### src/hdl/fac_pkg.sv
`timescale 1ns / 1ps
package fac_pkg;

  localparam int N_ENT  = 16;
  localparam int IDX_W  = 4;
  localparam int CNT_W  = 5;
  localparam int KEY_W  = 32;
  localparam int TIME_W = 32;
  localparam int USES_W = 16;
  localparam int AGE_W  = TIME_W + 1;     // age + 1
  localparam int PROD_W = USES_W + AGE_W;

  localparam logic       CMD_ACCESS = 1'b0;
  localparam logic       CMD_CLEAR  = 1'b1;
  localparam logic [USES_W-1:0] USES_MAX = '1;
  localparam logic [CNT_W-1:0]  CAP_RESET = CNT_W'(N_ENT);

  typedef enum logic [3:0] {
    S_IDLE,
    S_LOOK,
    S_DECIDE,
    S_EV_LOAD,
    S_EV_MA,
    S_EV_MB,
    S_EV_CMP,
    S_EV_KILL,
    S_INSERT,
    S_DONE
  } state_t;

  typedef struct packed {
    logic capture;
    logic lookup;
    logic clear;
    logic hit_upd;
    logic scan_start;
    logic load_cur;
    logic mul_a;
    logic mul_b;
    logic take_cur;
    logic step;
    logic kill;
    logic insert;
    logic load_out;
  } dp_cmd_t;

  typedef struct packed {
    logic is_clear;
    logic hit;
    logic need_evict;
    logic cur_valid;
    logic best_found;
    logic a_less;
    logic last;
  } dp_sts_t;

endpackage

### src/hdl/fac_ctrl.sv
`timescale 1ns / 1ps
module fac_ctrl (
  input  logic             clk,
  input  logic             rst_n,
  input  logic             in_valid,
  output logic             in_ready,
  output logic             out_valid,
  input  logic             out_ready,
  input  fac_pkg::dp_sts_t sts,
  output fac_pkg::dp_cmd_t cmd
);
  import fac_pkg::*;

  state_t state_r, state_nxt;
  logic   out_valid_r, out_valid_nxt;

  always_ff @(posedge clk) begin
    if (!rst_n) begin
      state_r     <= S_IDLE;
      out_valid_r <= 1'b0;
    end else begin
      state_r     <= state_nxt;
      out_valid_r <= out_valid_nxt;
    end
  end

  assign in_ready  = (state_r == S_IDLE);
  assign out_valid = out_valid_r;

  logic out_free;
  assign out_free = !out_valid_r || out_ready;

  always_comb begin
    state_nxt = state_r;
    unique case (state_r)
      S_IDLE:    if (in_valid) state_nxt = S_LOOK;
      S_LOOK:    state_nxt = sts.is_clear ? S_DONE : S_DECIDE;
      S_DECIDE: begin
        priority if (sts.hit)        state_nxt = S_DONE;
        else if (sts.need_evict)     state_nxt = S_EV_LOAD;
        else                         state_nxt = S_INSERT;
      end
      S_EV_LOAD: begin
        priority if (sts.cur_valid) state_nxt = S_EV_MA;
        else if (sts.last)          state_nxt = S_EV_KILL;
        else                        state_nxt = S_EV_LOAD;
      end
      S_EV_MA:   state_nxt = S_EV_MB;
      S_EV_MB:   state_nxt = S_EV_CMP;
      S_EV_CMP:  state_nxt = sts.last ? S_EV_KILL : S_EV_LOAD;
      S_EV_KILL: state_nxt = S_DECIDE;
      S_INSERT:  state_nxt = S_DONE;
      S_DONE:    if (out_free) state_nxt = S_IDLE;
      default:   state_nxt = S_IDLE;
    endcase
  end

  always_comb begin
    cmd = '0;
    out_valid_nxt = out_valid_r && !out_ready;
    unique case (state_r)
      S_IDLE:    cmd.capture = in_valid;
      S_LOOK: begin
        cmd.lookup = 1'b1;
        cmd.clear  = sts.is_clear;
      end
      S_DECIDE: begin
        cmd.hit_upd    = sts.hit;
        cmd.scan_start = !sts.hit && sts.need_evict;
      end
      S_EV_LOAD: begin
        cmd.load_cur = 1'b1;
        cmd.step     = !sts.cur_valid;
      end
      S_EV_MA:   cmd.mul_a = 1'b1;
      S_EV_MB:   cmd.mul_b = 1'b1;
      S_EV_CMP: begin
        // first valid entry seeds the running minimum
        cmd.take_cur = !sts.best_found || sts.a_less;
        cmd.step     = 1'b1;
      end
      S_EV_KILL: cmd.kill = 1'b1;
      S_INSERT:  cmd.insert = 1'b1;
      S_DONE: begin
        cmd.load_out = out_free;
        if (out_free) out_valid_nxt = 1'b1;
      end
      default: ;
    endcase
  end

endmodule

### src/hdl/fac_dp.sv
`timescale 1ns / 1ps
module fac_dp (
  input  logic                         clk,
  input  logic                         rst_n,
  input  logic                         cfg_we,
  input  logic [fac_pkg::CNT_W-1:0]    cfg_data,
  input  logic                         in_cmd,
  input  logic [fac_pkg::KEY_W-1:0]    in_key,
  input  logic                         in_create_ok,
  input  fac_pkg::dp_cmd_t             cmd,
  output fac_pkg::dp_sts_t             sts,
  output logic                         out_hit,
  output logic                         out_inserted,
  output logic [fac_pkg::IDX_W-1:0]    out_slot,
  output logic [fac_pkg::CNT_W-1:0]    out_evicted_count,
  output logic [fac_pkg::CNT_W-1:0]    out_occupancy
);
  import fac_pkg::*;

  logic [CNT_W-1:0]  cap_r;
  logic [N_ENT-1:0]  valid_r;
  logic [KEY_W-1:0]  tag_r   [N_ENT];
  logic [USES_W-1:0] uses_r  [N_ENT];
  logic [TIME_W-1:0] stamp_r [N_ENT];
  logic [TIME_W-1:0] clock_r;
  logic [CNT_W-1:0]  count_r;

  logic              op_r, ok_r;
  logic [KEY_W-1:0]  key_r;
  logic              hit_r, ins_r;
  logic [IDX_W-1:0]  hit_idx_r, slot_r;
  logic [CNT_W-1:0]  evc_r;

  logic [IDX_W-1:0]  idx_r;
  logic [USES_W-1:0] cur_uses_r, best_uses_r;
  logic [AGE_W-1:0]  cur_agep1_r, best_agep1_r;
  logic [IDX_W-1:0]  best_idx_r;
  logic              best_found_r;
  logic [PROD_W-1:0] prod_a_r, prod_b_r;

  logic              oh_r, oi_r;
  logic [IDX_W-1:0]  os_r;
  logic [CNT_W-1:0]  oe_r, oo_r;

  // effective capacity: 0 acts as 1, above table size saturates
  logic [CNT_W-1:0] cap_eff;
  always_comb begin
    priority if (cap_r == '0)          cap_eff = CNT_W'(1);
    else if (cap_r > CNT_W'(N_ENT))    cap_eff = CNT_W'(N_ENT);
    else                               cap_eff = cap_r;
  end

  logic             match_any, free_any;
  logic [IDX_W-1:0] match_idx, free_idx;
  always_comb begin
    match_any = 1'b0;
    match_idx = '0;
    free_any  = 1'b0;
    free_idx  = '0;
    for (int i = N_ENT - 1; i >= 0; i--) begin
      if (valid_r[i] && tag_r[i] == key_r) begin
        match_any = 1'b1;
        match_idx = IDX_W'(i);
      end
      if (!valid_r[i]) begin
        free_any = 1'b1;
        free_idx = IDX_W'(i);
      end
    end
  end

  logic [TIME_W-1:0] cur_age;
  assign cur_age = clock_r - stamp_r[idx_r];

  // one shared multiplier for both cross products
  logic [USES_W-1:0] mul_u;
  logic [AGE_W-1:0]  mul_g;
  logic [PROD_W-1:0] mul_p;
  assign mul_u = cmd.mul_a ? cur_uses_r : best_uses_r;
  assign mul_g = cmd.mul_a ? best_agep1_r : cur_agep1_r;
  assign mul_p = PROD_W'(mul_u) * PROD_W'(mul_g);

  always_comb begin
    sts.is_clear   = (op_r == CMD_CLEAR);
    sts.hit        = hit_r;
    sts.need_evict = (count_r != '0) && (count_r >= cap_eff);
    sts.cur_valid  = valid_r[idx_r];
    sts.best_found = best_found_r;
    sts.a_less     = prod_a_r < prod_b_r;
    sts.last       = (idx_r == IDX_W'(N_ENT - 1));
  end

  always_ff @(posedge clk) begin
    if (!rst_n) begin
      cap_r   <= CAP_RESET;
      valid_r <= '0;
      clock_r <= '0;
      count_r <= '0;
    end else begin
      if (cfg_we) cap_r <= cfg_data;
      if (cmd.clear) begin
        valid_r <= '0;
        clock_r <= '0;
        count_r <= '0;
      end
      if (cmd.hit_upd) begin
        clock_r <= clock_r + TIME_W'(1);
      end
      if (cmd.kill) begin
        valid_r[best_idx_r] <= 1'b0;
        count_r <= count_r - CNT_W'(1);
      end
      if (cmd.insert && ok_r && free_any) begin
        valid_r[free_idx] <= 1'b1;
        clock_r <= clock_r + TIME_W'(1);
        count_r <= count_r + CNT_W'(1);
      end
    end
  end

  always_ff @(posedge clk) begin
    if (cmd.capture) begin
      op_r  <= in_cmd;
      key_r <= in_key;
      ok_r  <= in_create_ok;
      ins_r <= 1'b0;
      slot_r <= '0;
      evc_r <= '0;
    end
    if (cmd.lookup) begin
      hit_r     <= match_any;
      hit_idx_r <= match_idx;
    end
    if (cmd.hit_upd) begin
      if (uses_r[hit_idx_r] != USES_MAX)
        uses_r[hit_idx_r] <= uses_r[hit_idx_r] + USES_W'(1);
      stamp_r[hit_idx_r] <= clock_r;
      slot_r <= hit_idx_r;
    end
    if (cmd.scan_start) begin
      idx_r        <= '0;
      best_found_r <= 1'b0;
    end
    if (cmd.load_cur) begin
      cur_uses_r  <= uses_r[idx_r];
      cur_agep1_r <= AGE_W'(cur_age) + AGE_W'(1);
    end
    if (cmd.mul_a) prod_a_r <= mul_p;
    if (cmd.mul_b) prod_b_r <= mul_p;
    if (cmd.take_cur) begin
      best_found_r <= 1'b1;
      best_idx_r   <= idx_r;
      best_uses_r  <= cur_uses_r;
      best_agep1_r <= cur_agep1_r;
    end
    if (cmd.step) idx_r <= idx_r + IDX_W'(1);
    if (cmd.kill) evc_r <= evc_r + CNT_W'(1);
    if (cmd.insert && ok_r && free_any) begin
      tag_r[free_idx]   <= key_r;
      uses_r[free_idx]  <= USES_W'(1);
      stamp_r[free_idx] <= clock_r;
      ins_r  <= 1'b1;
      slot_r <= free_idx;
    end
    if (cmd.load_out) begin
      oh_r <= (op_r == CMD_ACCESS) && hit_r;
      oi_r <= (op_r == CMD_ACCESS) && ins_r;
      os_r <= (op_r == CMD_ACCESS) ? slot_r : '0;
      oe_r <= (op_r == CMD_ACCESS) ? evc_r : '0;
      oo_r <= count_r;
    end
  end

  assign out_hit           = oh_r;
  assign out_inserted      = oi_r;
  assign out_slot          = os_r;
  assign out_evicted_count = oe_r;
  assign out_occupancy     = oo_r;

endmodule

### src/hdl/frequency_age_cache_replacement.sv
`timescale 1ns / 1ps
// channel | direction | handshake             | payload
// in      | input     | in_valid / in_ready   | in_cmd, in_key, in_create_ok
// out     | output    | out_valid / out_ready | out_hit, out_inserted, out_slot,
//         |           |                       | out_evicted_count, out_occupancy
// cfg     | input     | cfg_we                | cfg_data (capacity)
// One item at a time. Clear runs LOOK, DONE; a hit LOOK, DECIDE, DONE; a miss adds
// INSERT. Each eviction scans all 16 slots; each valid slot takes EV_LOAD, EV_MA,
// EV_MB and EV_CMP, as the single shared multiplier forms both cross products.
// Synchronous active-low reset empties the table and zeroes the access clock.
// A result waits in the output register; the next item is taken meanwhile
// and only stalls at its end while out_ready stays low.
module frequency_age_cache_replacement (
  input  logic                         clk,
  input  logic                         rst_n,
  input  logic                         cfg_we,
  input  logic [fac_pkg::CNT_W-1:0]    cfg_data,
  input  logic                         in_valid,
  output logic                         in_ready,
  input  logic                         in_cmd,
  input  logic [fac_pkg::KEY_W-1:0]    in_key,
  input  logic                         in_create_ok,
  output logic                         out_valid,
  input  logic                         out_ready,
  output logic                         out_hit,
  output logic                         out_inserted,
  output logic [fac_pkg::IDX_W-1:0]    out_slot,
  output logic [fac_pkg::CNT_W-1:0]    out_evicted_count,
  output logic [fac_pkg::CNT_W-1:0]    out_occupancy
);
  import fac_pkg::*;

  dp_cmd_t cmd;
  dp_sts_t sts;

  fac_ctrl u_ctrl (
    .clk       (clk),
    .rst_n     (rst_n),
    .in_valid  (in_valid),
    .in_ready  (in_ready),
    .out_valid (out_valid),
    .out_ready (out_ready),
    .sts       (sts),
    .cmd       (cmd)
  );

  fac_dp u_dp (
    .clk               (clk),
    .rst_n             (rst_n),
    .cfg_we            (cfg_we),
    .cfg_data          (cfg_data),
    .in_cmd            (in_cmd),
    .in_key            (in_key),
    .in_create_ok      (in_create_ok),
    .cmd               (cmd),
    .sts               (sts),
    .out_hit           (out_hit),
    .out_inserted      (out_inserted),
    .out_slot          (out_slot),
    .out_evicted_count (out_evicted_count),
    .out_occupancy     (out_occupancy)
  );

endmodule

### config.mk
export PLATFORM = sky130hd
export DESIGN_NAME = frequency_age_cache_replacement
export DESIGN_NICKNAME = d
export VERILOG_FILES = /design/src/hdl/fac_pkg.sv /design/src/hdl/fac_ctrl.sv /design/src/hdl/fac_dp.sv /design/src/hdl/frequency_age_cache_replacement.sv
export SDC_FILE = /design/constraint.sdc
export NUM_CORES = 2
export LEC_CHECK = 0
export BUFFER_PORTS_ARGS = -buffer_cell sky130_fd_sc_hd__buf_4
export CORE_MARGIN = 1.5
export CORE_UTILIZATION = 54
export DETAILED_ROUTE_END_ITERATION = 8
export PLACE_DENSITY = 0.7
export SLEW_MARGIN = 20
export SYNTH_ARGS = -nofsm -noshare
export SYNTH_HDL_FRONTEND = slang
export SYNTH_SLANG_ARGS = --single-unit
### constraint.sdc
create_clock -name clk -period 13.3 [get_ports clk]
set_clock_uncertainty 0.15 [all_clocks]
set_input_delay 1.33 -clock clk [delete_from_list [all_inputs] [get_ports clk]]
set_output_delay 1.33 -clock clk [all_outputs]
set_load 0.02 [all_outputs]
[Word-level counts from Yosys, hierarchy flattened]
Memory sizes are Yosys's and may differ from the RTL's. A register that Yosys moved wholly into a read port is not among the register bits.
Index checks and enable logic that the tools add are counted.
Storage, ports and cells
  register bits: 317
  bits in writable memories: 1280
  output and inout port bits: 18
  memories kept: 3
Cells by class
  add/sub/neg operators: 8
  $mul: 1
  magnitude comparators: 8
  equal/unequal tests: 29
  multiplexer cells: 111
  bitwise gates (word level): 4
  reductions and logical operators: 47
Memory list
  u_dp.stamp_r: words 16, bits a word 32, rd ports 1, clocked after memory_dff 1, wr ports 1, RTL line fac_dp.sv:24  | logic [TIME_W-1:0] stamp_r [N_ENT];
  u_dp.tag_r: words 16, bits a word 32, rd ports 16, clocked after memory_dff 0, wr ports 1, RTL line fac_dp.sv:22  | logic [KEY_W-1:0] tag_r [N_ENT];
  u_dp.uses_r: words 16, bits a word 16, rd ports 2, clocked after memory_dff 1, wr ports 1, RTL line fac_dp.sv:23  | logic [USES_W-1:0] uses_r [N_ENT];
Operators with widths (number)
  32-bit equality test: 16
  4-bit 2-to-1 mux: 38
  32-bit 2-to-1 mux: 4
  16-bit 2-to-1 mux: 7
  49-bit < comparator: 1
  16-bit by 33-bit multiplier with 49-bit output: 1
  1-bit 2-to-1 mux: 40
  4-bit one-hot mux with 10 select lines: 1
  5-bit 2-to-1 mux: 7
  32-bit by 1-bit adder with 33-bit output (second input constant): 1
  33-bit 2-to-1 mux: 1
  32-bit by 1-bit adder with 32-bit output (second input constant): 1
  32-bit OR reduction: 1
  32-bit subtractor: 1
  1-bit logical AND: 25
  16-bit by 1-bit adder with 16-bit output (second input constant): 1
  16-bit AND: 1
  4-bit by 3-bit equality test with 1-bit output (second input constant): 4
  16-bit inequality test (second input constant): 1
  16-bit NOT: 1
  16-bit bitwise OR: 1
  16-bit OR reduction: 1
  4-bit by 5-bit < comparator with 1-bit output (second input constant): 3
  3-bit 2-to-1 mux: 5
  28 further kinds: 45

[Logic depth before layout (Yosys ltp)]
  word-level depth: 22
  depth in mapped cells: 32

[By module]
From an unflattened synthesis, not the netlist that was laid out.
Unflattened totals
  cells, all modules: 6791
  area, all modules: 86505.5 µm²
Modules (own cells, without submodules)
  fac_dp: times used 1, cells each 6727, area an instance 86055.0 µm², sequential area each 45203.4 µm²
  fac_ctrl: times used 1, cells each 64, area an instance 450.4 µm², sequential area each 100.1 µm²

[Worst setup path before layout]
No wires, ideal clock.
  kind: register -> register
  start point: register u_ctrl.state_r[2]
  end point: register u_dp.prod_a_r[38] (data pin)
  arrival: 9.054 ns
  setup slack: 3.828 ns
  stages on the path, launching flop included: 32
  path buffers: 4
  cells stage by stage: dfxtp_1 > buf_1 > nand2b_1 > nor3_1 > buf_2 > buf_1 > buf_1 > mux2i_1 > nor2_1 > fa_1 > inv_1 > fa_1 > fa_1 > inv_1 > fa_1 > fa_1 > inv_1 > fa_1 > inv_1 > ha_1 > inv_1 > o21bai_1 > a21oi_1 > o21ai_0 > a41o_1 > o31ai_1 > a21oi_1 > a41oi_1 > nor2b_1 > o21bai_1 > a21oi_1 > xnor2_1
Between the ends
  word-level cells in the longest chain between the ends: 4
Ends and longest elaborated chain
  start: declaration: RTL line fac_ctrl.sv:14  | state_t state_r, state_nxt;
  start signal: assignment: RTL line fac_ctrl.sv:22  | state_r <= state_nxt;
  4-bit by 3-bit equality test with 1-bit output *: RTL line fac_ctrl.sv:61  | unique case (state_r)
  1-bit 2-to-1 mux *: RTL line fac_ctrl.sv:61
  16-bit 2-to-1 mux / 33-bit 2-to-1 mux (equally long branches): RTL line fac_dp.sv:79, fac_dp.sv:80
  16-bit by 33-bit multiplier with 49-bit output *: RTL line fac_dp.sv:81  | assign mul_p = PROD_W'(mul_u) * PROD_W'(mul_g);
  named net u_dp.mul_p[38]: RTL line fac_dp.sv:78  | logic [PROD_W-1:0] mul_p;
  end signal: assignment: RTL line fac_dp.sv:148  | if (cmd.mul_a) prod_a_r <= mul_p;
  end: declaration: RTL line fac_dp.sv:39  | logic [PROD_W-1:0] prod_a_r, prod_b_r;
The timed path passes the listed nets; every way through them passes the cells marked *.
A chain may end at the register's enable or synchronous reset.

[Worst setup path after layout]
  start point: register u_ctrl.state_r[2]
  end point: register u_dp.prod_b_r[38] (data pin)
Between the ends
  word-level cells in the longest chain between the ends: 4
Ends and longest elaborated chain
  4-bit by 3-bit equality test with 1-bit output *: RTL line fac_ctrl.sv:61
  1-bit 2-to-1 mux *: RTL line fac_ctrl.sv:61
  16-bit 2-to-1 mux / 33-bit 2-to-1 mux (equally long branches): RTL line fac_dp.sv:79, fac_dp.sv:80
  16-bit by 33-bit multiplier with 49-bit output *: RTL line fac_dp.sv:81
  named net u_dp.mul_p[38]: RTL line fac_dp.sv:78
  end signal: assignment: RTL line fac_dp.sv:149  | if (cmd.mul_b) prod_b_r <= mul_p;
  end: declaration: RTL line fac_dp.sv:39
Marks and branches as above.

==> metrics.md <==
| Metric | Value |
|---|---|
| Status | `completed` |
| Final period util | `about 70%` |
| Pins Over Slew Limit | `0` |
| CP Launch Type | `flip-flop` |
| TritonCTS clock tree | `built` |
| Yosys warnings | `0` |
| Crit end category | `flip-flop` |
| Net Count, Synth | `roughly 6500` |
| Slew @ Worst Pin | `1.00 ns` |
| Core Area | `roughly 160000 sq um` |
| Worst-skew pair later-pin latency | `between 0.8 and 0.9 ns` |
| Remaining global-route overflow | `0` |
| Hold Path Class | `flip-flop to flip-flop` |
| Yosys top cell area share | `between 50% and 60%` |
| Synth-to-layout area growth | `10.6%` |
| Post-synthesis async set-or-reset flop share | `0%` |
| Gr usage total | `26.8%` |
| Max IR drop VDD | `between 0.1 and 0.15 mV` |
| Hold Buf Count CTS | `0` |
| Vias per cell | `~6` |
| Reg-to-reg critical path endpoint | `u_dp.prod_b_r[38]` |
| Hold Crit Depth | `2` |
| Routed length per instance | `~26 um` |
| Final min period | `9.47 ns` |
| Gp weighted congestion | `~0.94` |
| Drt first pass iters | `7` |
| N_diodes | `0` |
| Synth Register Bits | `roughly 1600` |
| Post-Synthesis Cell Area | `about 85000 sq um` |
| # rows | `roughly 150` |
| Highest clock rate | `106 MHz` |
| Critical Path RT | `between 10 and 15 ns` |
| Die Height | `around 400 um` |
| Post-CTS Setup Repair Bufs | `0` |
| Die width | `approximately 400 um` |
| First-pass GRT wire length | `around 310000 um` |
| Maximum fanout along the worst path | `146` |
| Number of synthesized flops with an enable pin | `1548` |
| R2r setup slk | `3.83 ns` |
| Worst r2r src | `u_ctrl.state_r[2]` |
| PD cells | `132 nW/um^2` |
| Drt drc | `0` |
| Maxcap violations | `0` |
| Lkg Pwr | `between 30 and 40 nW` |
| TritonCTS Buffers | `roughly 170` |
| Root buffer cell | `clkbuf_16` |
| Layout Nets | `6672` |
| IO Count | `62` |
| Endpoints failing hold | `0` |
| Starting DRT DRC Count | `~5000` |
| Synth area leader | `edfxtp_1` |
| Placed cells | `slightly below 8000` |
| Worst Hold Launch | `u_dp.ins_r` |
| Vias in the first global route | `50556` |
| Antenna violations before repair | `7` |
| Seq/Total Area, Yosys | `between 50% and 60%` |
| Critical path type | `flip-flop to flip-flop` |
| Top-count cell post-synth | `edfxtp_1` |
| Layout cells sized above 1 | `14.8%` |
| Top cells by area, synth | `edfxtp_1, fa_1, mux4_2` |
| Die area | `between 150000 and 200000 sq um` |
| Unrepaired setup endpoints after global routing | `no` |
| CP max-delay cell | `mux2_2` |
| IO Port Bufs | `61` |
| Mean post-synth cell area | `about 15 sq um` |
| Unique masters post-synth | `82` |
| Post-route insts no fill | `roughly 8000` |
| Worst hold endpoint | `u_dp.ins_r` |
| Clk buf depth | `3` |
| H-tree depth | `4` |
| CTS Sinks | `between 1500 and 2000` |
| Initial core utilization | `a little over half` |
| Reg clk slew, reported paths | `0.06 ns` |
| Synth Instances | `just under 6000` |
| Crit-path max cell delay | `slightly above 0.8 ns` |
| Setup_tns | `0 ns` |
| Final setup vio count | `0` |
| Routed vias | `between 40000 and 50000` |
| CP dominant cell by count | `fa_1` |
| Post-cts gate resize count | `0` |
| Detail Route Antenna Nets | `0` |
| Dpl hpwl | `~130000 um` |
| Max transition margin | `31.2%` |
| Crit path DAT | `roughly 9.9 ns` |
| Routed WL | `209000 um` |
| R2R depth | `29` |
| Top_reg_cell synth | `edfxtp_1` |
| Top cells by count, synth | `edfxtp_1, inv_1, nand2_1, fa_1, xnor2_1` |
| Largest net degree at the start of global routing | `~150` |
==> critical path: cells and delay by family (launching register included) <==
kind,cells,cell delay (ns)
multiplexers,1,0.83
AO/OA/AOI/OAI,8,1.88
XOR/XNOR,1,0.10
adder cells (fa/ha/maj),7,3.38
buffers and inverters,6,0.90
flip-flops,1,0.56
AND/OR/NAND/NOR,6,1.29
==> stage by stage <==
| step | cell area (sq um) | power, W | hold slack, ns | util, % | worst slack (ns) |
|---|---|---|---|---|---|
| 3_3_place_gp | 88500 | 0.00780 | 0.275 | 56.6 | 4.05 |
| 4_1_cts | 94000 | 0.0125 | 0.299 | 60.2 | 3.95 |
| 5_1_grt | 94000 | 0.0129 | 0.312 | 60.2 | 3.28 |
| 3_5_place_dp | 88500 | 0.00783 | 0.288 | 56.6 | 3.95 |
| 6_report | 94000 | 0.0124 | 0.301 | 60.2 | 3.83 |
| 2_1_floorplan | 85000 | 0.00726 | 0.266 | - | 3.83 |
==> routing by layer <==
metal | GRT usage (%) | vias to the layer above | part of all wire (%)
li1 | - | 21250 | -
met1 | 36.4 | 25373 | 40
met2 | 43.3 | 2135 | 48
met3 | 4.81 | 467 | 8.0
met4 | 10.0 | 4 | 3.8
met5 | 0 | - | 0.010
==> registers in the layout (all words and copies together) (netlist names), 16 cells and up, named ones only <==
signal             cells
u_dp.cur_agep1_r      33
u_dp.clock_r          32
u_dp.best_agep1_r     33
u_dp.valid_r          16
u_dp.cur_uses_r       16
u_dp.stamp_r         512
u_dp.key_r            32
u_dp.prod_a_r         49
u_dp.tag_r           512
u_dp.prod_b_r         49
u_dp.uses_r          256
u_dp.best_uses_r      16
==> cells by family after synthesis <==
kind of cell,synth area share (%)
multiplexers,9.95
adder cells (fa/ha/maj),13.3
AO/OA/AOI/OAI,3.26
AND/OR/NAND/NOR,7.09
buffers and inverters,3.57
flip-flops,56.3
XOR/XNOR,6.52
==> how the worst max path moves through the flow <==
stage                      startpoint           endpoint  slack (ns)  cells after the start
floorplan           u_ctrl.state_r[2]  u_dp.prod_a_r[38]        3.83                     31
finish              u_ctrl.state_r[2]  u_dp.prod_b_r[38]        3.83                     29
detailed placement  u_ctrl.state_r[2]  u_dp.prod_b_r[38]        3.95                     29
global route        u_ctrl.state_r[2]  u_dp.prod_b_r[38]        3.28                     29
global placement    u_ctrl.state_r[2]  u_dp.prod_a_r[38]        4.05                     29
CTS                 u_ctrl.state_r[2]  u_dp.prod_b_r[38]        3.95                     29
==> placed cells by master, fill, tap and decap left out, drive strengths merged, types with 9 or more instances in the layout <==
cell type  count
nand2        449
a21o          61
clkinv        55
mux2i         58
o211a         11
inv          578
and2          24
a211oi         9
nor2b         48
xnor2        425
a21boi        15
fa           433
a31oi         23
clkbuf       233
mux2          50
nor3          39
and3          32
or3           11
ha           212
edfxtp      1548
nor4          59
nand3         80
o21ai         79
xor2         205
nor2         379
o22ai         10
mux4         325
nand2b        30
o21bai        16
dfxtp         69
bufinv        11
a21oi        103
nand4        119
buf          196
o21a          40
==> power by group <==
group / total, W / switching [W] / internal [W]
Sequential: 0.00586 / 0.0000432 / 0.00582
Combinational: 0.00186 / 0.00117 / 0.000693
Clock: 0.00466 / 0.00200 / 0.00266
==> area by class of cell <==
class | count | area (sq um)
Clock buffer | 233 | 4600
Clock inverter | 76 | 927
Timing Repair Buffer | 196 | 1480
Tap cell | 2058 | 2570
Multi-Input combinational cell | 3430 | 34400
Sequential cell | 1617 | 47900
Fill cell | 11681 | 62200
Inverter | 572 | 2150
No activity file was read; power rests on OpenSTA's default activity.
